==> config.mk <==
export PLATFORM = sky130hd
export DESIGN_NAME = scc_front
export DESIGN_NICKNAME = d
export VERILOG_FILES = /design/src/rtl/core/scc_pkg.sv /design/src/rtl/core/scc_front.sv
export SDC_FILE = /design/constraint.sdc
export NUM_CORES = 1
export LEC_CHECK = 0
export BUFFER_PORTS_ARGS = -buffer_cell sky130_fd_sc_hd__clkbuf_2
export CAP_MARGIN = 20
export CORE_ASPECT_RATIO = 0.8
export CORE_MARGIN = 10
export CORE_UTILIZATION = 46
export CTS_CLUSTER_SIZE = 10
export DETAILED_ROUTE_END_ITERATION = 8
export PLACE_DENSITY = 0.79
export SYNTH_ARGS = -nofsm -noshare
export SYNTH_HDL_FRONTEND = slang
export SYNTH_SLANG_ARGS = --single-unit
==> constraint.sdc <==
create_clock -name clk -period 2 [get_ports clk]
set_input_delay 0.1 -clock clk [delete_from_list [all_inputs] [get_ports clk]]
set_output_delay 0.1 -clock clk [all_outputs]
set_load 0.01 [all_outputs]
==> src/rtl/core/scc_pkg.sv <==
// Shared types and constants for the serial console with text screen.
// Used by scc_front, scc_back and the top level; no dependencies.
`timescale 1ns / 1ps

package scc_pkg;

  localparam int FIFO_DEPTH_DEF  = 256;
  localparam int SCREEN_ROWS_DEF = 12;
  localparam int SCREEN_COLS_DEF = 78;

  localparam logic [7:0] PORT_STATUS   = 8'h80;
  localparam logic [7:0] PORT_DATA     = 8'h81;
  localparam logic [7:0] STAT_RX_READY = 8'h01;
  localparam logic [7:0] STAT_TX_EMPTY = 8'h02;
  localparam logic [7:0] OPEN_BUS      = 8'hFF;
  localparam logic [6:0] BLANK         = 7'h20;

  localparam logic [7:0] CHAR_CR     = 8'h0D;
  localparam logic [7:0] CHAR_LF     = 8'h0A;
  localparam logic [7:0] CHAR_BS     = 8'h08;
  localparam logic [7:0] PRINT_FIRST = 8'd32;
  localparam logic [7:0] PRINT_END   = 8'd127;

  typedef enum logic [1:0] {
    CMD_PUSH    = 2'd0,
    CMD_PORT_RD = 2'd1,
    CMD_PORT_WR = 2'd2,
    CMD_CELL_RD = 2'd3
  } cmd_t;

  typedef enum logic [3:0] {
    OP_PUSH     = 4'd0,
    OP_STATUS   = 4'd1,
    OP_POP      = 4'd2,
    OP_OPEN     = 4'd3,
    OP_NOP      = 4'd4,
    OP_CR       = 4'd5,
    OP_LF       = 4'd6,
    OP_BS       = 4'd7,
    OP_PUT      = 4'd8,
    OP_CELL     = 4'd9,
    OP_CELL_OOR = 4'd10
  } op_kind_t;

  typedef struct packed {
    op_kind_t    kind;
    logic [7:0]  data;
    logic [3:0]  row;
    logic [6:0]  col;
  } op_t;

  typedef struct packed {
    logic pop;
    logic clearing;
  } back_status_t;

endpackage

==> src/rtl/core/scc_front.sv <==
// Front end: accepts input words, classifies them into ops, queues them.
// Depends on scc_pkg.
`timescale 1ns / 1ps

module scc_front #(
  parameter int SCREEN_ROWS = scc_pkg::SCREEN_ROWS_DEF,
  parameter int SCREEN_COLS = scc_pkg::SCREEN_COLS_DEF
) (
  input  logic                  clk,
  input  logic                  rst,
  input  logic                  in_valid,
  output logic                  in_stall,
  input  logic [1:0]            command,
  input  logic [7:0]            port,
  input  logic [7:0]            data,
  input  logic [3:0]            cell_row,
  input  logic [6:0]            cell_col,
  input  scc_pkg::back_status_t status,
  output logic                  q_valid,
  output scc_pkg::op_t          q_op
);

  import scc_pkg::*;

  localparam int QD   = 2;
  localparam int QI_W = $clog2(QD);
  localparam int QC_W = $clog2(QD + 1);

  op_t             q_data [QD];
  logic [QI_W-1:0] wr_idx;
  logic [QI_W-1:0] rd_idx;
  logic [QC_W-1:0] count;
  logic            q_full;
  logic            accept;
  op_t             op_in;

  assign q_full   = (count == QC_W'(QD));
  assign in_stall = q_full || status.clearing;
  assign accept   = in_valid && !in_stall;
  assign q_valid  = (count != '0);
  assign q_op     = q_data[rd_idx];

  always_comb begin
    op_in.data = data;
    op_in.row  = cell_row;
    op_in.col  = cell_col;
    op_in.kind = OP_NOP;
    unique case (command)
      CMD_PUSH: begin
        op_in.kind = OP_PUSH;
      end
      CMD_PORT_RD: begin
        if (port == PORT_STATUS) begin
          op_in.kind = OP_STATUS;
        end else if (port == PORT_DATA) begin
          op_in.kind = OP_POP;
        end else begin
          op_in.kind = OP_OPEN;
        end
      end
      CMD_PORT_WR: begin
        if (port != PORT_DATA) begin
          op_in.kind = OP_NOP;
        end else if (data == CHAR_CR) begin
          op_in.kind = OP_CR;
        end else if (data == CHAR_LF) begin
          op_in.kind = OP_LF;
        end else if (data == CHAR_BS) begin
          op_in.kind = OP_BS;
        end else if (data >= PRINT_FIRST && data < PRINT_END) begin
          op_in.kind = OP_PUT;
        end else begin
          op_in.kind = OP_NOP;
        end
      end
      CMD_CELL_RD: begin
        if (32'(cell_row) < 32'(SCREEN_ROWS) && 32'(cell_col) < 32'(SCREEN_COLS)) begin
          op_in.kind = OP_CELL;
        end else begin
          op_in.kind = OP_CELL_OOR;
        end
      end
      default: begin
        op_in.kind = OP_NOP;
      end
    endcase
  end

  always_ff @(posedge clk) begin
    if (accept) begin
      q_data[wr_idx] <= op_in;
    end
  end

  always_ff @(posedge clk) begin
    if (rst) begin
      wr_idx <= '0;
      rd_idx <= '0;
      count  <= '0;
    end else begin
      if (accept) begin
        wr_idx <= wr_idx + 1'b1;
      end
      if (status.pop) begin
        rd_idx <= rd_idx + 1'b1;
      end
      count <= count + QC_W'(accept) - QC_W'(status.pop);
    end
  end

  a_pop_nonempty: assert property (@(posedge clk) disable iff (rst)
    status.pop |-> q_valid)
    else $error("op queue popped while empty");

  a_accept_fills: assert property (@(posedge clk) disable iff (rst)
    accept && !status.pop |=> count != '0)
    else $error("accepted word lost from op queue");

  a_count_bounded: assert property (@(posedge clk) disable iff (rst)
    count <= QC_W'(QD))
    else $error("op queue count past its depth");

endmodule

* Yosys cells after proc, flatten, opt, wreduce, memory -nomap -nowiden
Memories as Yosys holds them, arrays and structs flattened. A register that Yosys moved wholly into a read port is not among the register bits.
Index checks and enable logic that the tools add are counted.
** Cells by class
- Add/sub/neg operators :: 4
- Order comparisons :: 4
- Equality and inequality tests :: 10
- Multiplexer cells :: 13
- Reductions and logical operators :: 7
** Operator list (number)
- 8-bit by 4-bit == test with 1-bit output (second input constant) :: 3
- 4-bit two-way mux :: 5
- 8-bit == test (second input constant) :: 2
- 4-bit case mux with 4 select lines :: 1
- 8-bit by 6-bit greater-or-equal comparator with 1-bit output (second input constant) :: 1
- 8-bit by 7-bit less-than comparator with 1-bit output (second input constant) :: 1
- 8-bit inequality test (second input constant) :: 1
- 7-bit less-than comparator (second input constant) :: 1
- 2-bit == test (second input constant) :: 3
- 1-bit two-way mux :: 5
- 4-bit less-than comparator (second input constant) :: 1
- 2-bit two-way mux :: 2
- 1-bit logical AND :: 3
- 1-bit adder (second input constant) :: 2
- 2-bit by 1-bit adder with 2-bit output :: 1
- 2-bit by 1-bit == test with 1-bit output (second input constant) :: 1
- 2-bit logical NOT :: 1
- 2-bit nonzero test :: 1
- 2-bit by 1-bit subtractor with 2-bit output :: 1
- 1-bit logical NOT :: 1
- 1-bit logical OR :: 1
** Word-level totals
- Register bits :: 4
- Memory bits (writable) :: 46
- Bits of input ports :: 34
- Output and inout port bits :: 25
- Word-level logic and storage cells :: 42
- Memories kept :: 1
** Memories
- q_data :: words 2, bits a word 23, read ports 1, clocked after memory_dff 1, write ports 1, RTL line scc_front.sv:29 : op_t q_data [QD];

* Longest topological paths before layout
- Word-level depth :: 8
- Gate-level depth with buffers :: 8
- Mapped depth without buffers :: 8

* Worst setup path before layout
No wires, ideal clock.
- Path kind :: flip-flop to flip-flop
- Start :: register count[1]
- End :: memory q_data[0][0] (netlist bit), enable pin
- Library setup time :: 0.403 ns
- Arrival time :: 1.560 ns
- Data required time :: 1.597 ns
- Path slack :: 0.037 ns
- Cell stages (with the launch flop) :: 4
- Buffers on the path :: 0
- Period minus slack after synthesis :: 1.963 ns
- Cell sequence :: dfxtp_1 inv_1 o211ai_1 nor2_1
** On the way
- Longest elaborated chain between the ends :: 6
** RTL lines
- start, declared :: RTL line scc_front.sv:32 : logic [QC_W-1:0] count;
- start signal, assigned :: RTL line scc_front.sv:107 : count <= count + QC_W'(accept) - QC_W'(status.pop);
- 2-bit == test :: RTL line scc_front.sv:37 : assign q_full = (count == QC_W'(QD));
- 1-bit logical OR :: RTL line scc_front.sv:38 : assign in_stall = q_full || status.clearing;
- 1-bit logical NOT :: RTL line scc_front.sv:39 : assign accept = in_valid && !in_stall;
- 1-bit logical AND :: RTL line scc_front.sv:39
- 1-bit two-way mux :: RTL line scc_front.sv:90 : if (accept) begin
- 1-bit two-way mux (implied by the code) :: RTL line scc_front.sv:91 : q_data[wr_idx] <= op_in;
- end, declared :: RTL line scc_front.sv:29
No other way between the ends.

* Final worst setup path
- Start :: register count[1]
- End :: register count[1]
** On the way
- Longest elaborated chain between the ends :: 6
** RTL lines (RTL line)
- 2-bit == test :: scc_front.sv:37
- 1-bit logical OR :: scc_front.sv:38
- 1-bit logical NOT :: scc_front.sv:39
- 1-bit logical AND :: scc_front.sv:39
- 2-bit by 1-bit adder with 2-bit output (*) :: scc_front.sv:107
- 2-bit by 1-bit subtractor with 2-bit output (*) :: scc_front.sv:107
Mark *: on every way between the ends. The rest lies on a longest branch, timed or not.
A chain may end at the register's enable or synchronous reset.

==> impl_metrics.csv <==
group,metric,value,unit
sta,drv_slew,0,
synthesis,synthTopCellsByCount,"edfxtp_1 (46), mux2_2 (23), nor2_1 (7)",
synthesis,synth-edff-count,46,
power_and_ir_drop,swShare,0.231,
die,chipWidth,94.4,um
synthesis,synth-xor-area-share,0.0215,
sta,rsz0062_at_grt,"false",
clocking,worstSkewPairLatency,0.30,ns
sta,fin_crit,1.82,ns
die,dieArea,7500,um^2
power_and_ir_drop,internal-power,1770,uW
place,dp.final_hpwl,3.13,mm
synthesis,synth_top_family_by_area,"multiplexers",
power_and_ir_drop,power.density,897,nW/um^2
grt,grt_max_degree,24,
routing,wire_per_inst,17.1,um
clocking,clock_path_buffers,2,
synthesis,ys_seq_area_frac,0.728,
grt,use_met2,0.203,
place,place_inst,235,
power_and_ir_drop,pwr-share-comb,0.155,
power_and_ir_drop,pwr-share-clk,0.298,
critical_path,path_class,"flip-flop to flip-flop",
place,port_buffers,58,
synthesis,ys_seq_elements,51,
grt,use_met3,0.0592,
sta,tightest_slew,0.489,ns
sta,max_freq,0.550,GHz
synthesis,synth-simple-area-share,0.0633,
clocking,cts.sinks,51,
synthesis,synthArstFlopShare,0,
grt,grt_use_met1,0.121,
sta,slew_headroom,0.673,
synthesis,yosys_warnings,0,
sta,skew,0.00515,ns
critical_path,ff2ff_setup_slack,0.18,ns
grt,grt_pass1_wl,6.88,mm
routing,ant_nets,0,
critical_path,required,2.20,ns
synthesis,synth_adder_area_share,0.0123,
power_and_ir_drop,seqPwrFrac,0.547,
routing,via_count,1254,
worst_hold_path,hold_path_class,"input pin to flip-flop",
routing,routed_wl,4.22,mm
synthesis,synth_top_area_frac,0.679,
synthesis,syn_avg_cell_area,17.1,um^2
synthesis,syn_inst,119,
critical_path,critPathLaunchType,"flip-flop",
finish,drive_gt1_frac,0.500,
run,drv_cap,0,
finish,n_antenna_cell,0,
clocking,path_clk_slew,0.09,ns
critical_path,cp.arrival,2.02,ns
routing,first_iter_violations,52,
clocking,cts-root-buf,"clkbuf_8",
power_and_ir_drop,ir_drop,538,uV
synthesis,yosysMostFrequentCell,"edfxtp_1",
synthesis,syn_nets,155,
finish,regArea,1480,um^2
grt,first_global_vias,1442,
place,routabilityCongestion,0.792,
critical_path,worstPathMaxFanout,4,
die,start_util,0.481,
synthesis,synth_compound_gate_area_share,0.0350,
synthesis,syn_area,2040,um^2
die,ios,59,
finish,area_growth,26.0,%
power_and_ir_drop,power.switching,531,uW
synthesis,synthTopCellsByArea,"edfxtp_1 (68%), mux2_2 (13%), dfxtp_1 (4.9%), xnor2_1 (1.7%), nor2_1 (1.3%)",
die,core_region_area,4230,um^2
routing,firstDrtPassIters,4,
status,status,"completed",
clocking,numCtsBuffers,5,
finish,final_cells,247,
clocking,cts_tree,"done",
finish,multiInputGateArea,533,um^2
grt,grtUsageTotal,0.118,
power_and_ir_drop,leakagePower,0.000978,uW
sta,hold_violations,0,
finish,n_fill_cell,322,
die,die_h,79.5,um
grt,busiest_layer,"met2",
routing,drcViolationCount,0,
finish,fin_nets,225,
synthesis,muxShareOfSynthArea,0.127,
synthesis,ys_types,27,
clocking,htree_levels,2,
routing,via_per_inst,5.08,
synthesis,synth_top_area_cell,"edfxtp_1",
die,rows,21,
critical_path,cp-end-kind,"flip-flop",
grt,grt.overflow.total,0,
grt,antenna_found_initial,0,
sta,finalSetupTns,0,ns
synthesis,synthFlopType,"edfxtp_1",
sta,post-route-period-util,0.908,
sta,setup_viol,0,
==> layout by cell type (no fill, tap or decap) <==
cell type and count:
nor4b_1 1, dfxtp_1 5, clkbuf_2 58, nand3_1 3
edfxtp_1 46, xor2_1 1, nor2_2 2, clkinv_2 1
clkbuf_8 5, nor2_1 5, o22ai_1 1, a221oi_1 1
nand4_1 1, bufinv_16 1, nor2b_1 1, inv_1 5
or3_1 1, nor3_1 3, o31ai_1 2, o211ai_1 1
nor4b_4 1, clkinv_1 1, mux2_2 23, dlygate4sd3_1 4
nand3b_1 2, or2_2 1, o21a_1 1, buf_4 3
ha_1 2, a31oi_1 1, a311o_1 1, o21ai_0 2
xnor2_1 4
==> final cells by class <==
class,count,share of cell area
Multi-Input combinational cell,61,0.208
Clock inverter,3,0.0151
Tap cell,57,0.0278
Clock buffer,5,0.0268
Sequential cell,51,0.578
Inverter,5,0.00732
Timing Repair Buffer,65,0.138
==> power by group through the flow <==
stage | Clock [uW] | Combinational, uW | Sequential [uW]
6_report | 685 | 358 | 1260
5_1_grt | 749 | 395 | 1260
4_1_cts | 698 | 368 | 1260
3_5_place_dp | 0 | 359 | 1280
3_3_place_gp | 0 | 341 | 1280
2_1_floorplan | 0 | 197 | 1280
==> cell families after synthesis <==
kind of cell	after synthesis
flops	51
mux	23
simple gates	21
compound gates	10
buf+inv	7
xor+xnor	5
fa+ha+maj	2
==> layer usage <==
| layer | routed length, um | up-vias |
|---|---|---|
| li1 | - | 597 |
| met1 | 1570 | 607 |
| met2 | 2180 | 45 |
| met3 | 437 | 5 |
| met4 | 34 | 0 |
| met5 | 0 | - |
==> per-stage QoR <==
| stage | setup slack [ns] | util | area, um^2 | total power, uW | hold slack, ns |
|---|---|---|---|---|---|
| 2_1_floorplan | 0.0368 | - | 2040 | 1480 | 0.172 |
| 3_3_place_gp | 0.343 | 0.571 | 2420 | 1620 | 0.290 |
| 3_5_place_dp | 0.173 | 0.571 | 2420 | 1640 | 0.298 |
| 4_1_cts | 0.144 | 0.606 | 2560 | 2330 | 0.00269 |
| 5_1_grt | 0.00485 | 0.606 | 2560 | 2410 | 0.00463 |
| 6_report | 0.183 | 0.606 | 2560 | 2300 | 0.00836 |
==> worst max-delay path: stages (launching register included) <==
cell      delay (ns)
dfxtp_1         0.33
inv_1           0.07
o211ai_1        0.43
ha_1            0.32
inv_1           0.06
ha_1            0.15
xnor2_1         0.14
xnor2_1         0.16
nor2_1          0.05
==> timing repair <==
item | 4_1_cts | 5_1_grt
hold buffers | 4 | 0
setup buffers | 0 | 0
gates resized for setup | 0 | 0
endpoints found under the hold margin | 8 | 0
endpoints found under the setup margin | 0 | 0
==> sequential cells by signal, summed over array words and instances (netlist names), named ones only <==
register	cells
count	2
wr_idx	1
rd_idx	1
q_data	46
==> path summary, 6_finish.rpt <==
path	from	end	cells past startpoint
worst max-delay path	count[1]$_SDFF_PP0_	count[1]$_SDFF_PP0_	8
worst min-delay path	cell_col[3]	q_data[1][3]$_DFFE_PP_	1
worst max register to register	count[1]$_SDFF_PP0_	count[1]$_SDFF_PP0_	8
worst min register to register	rd_idx$_SDFFE_PP0P_	rd_idx$_SDFFE_PP0P_	2
No activity file was read; power rests on OpenSTA's default activity.
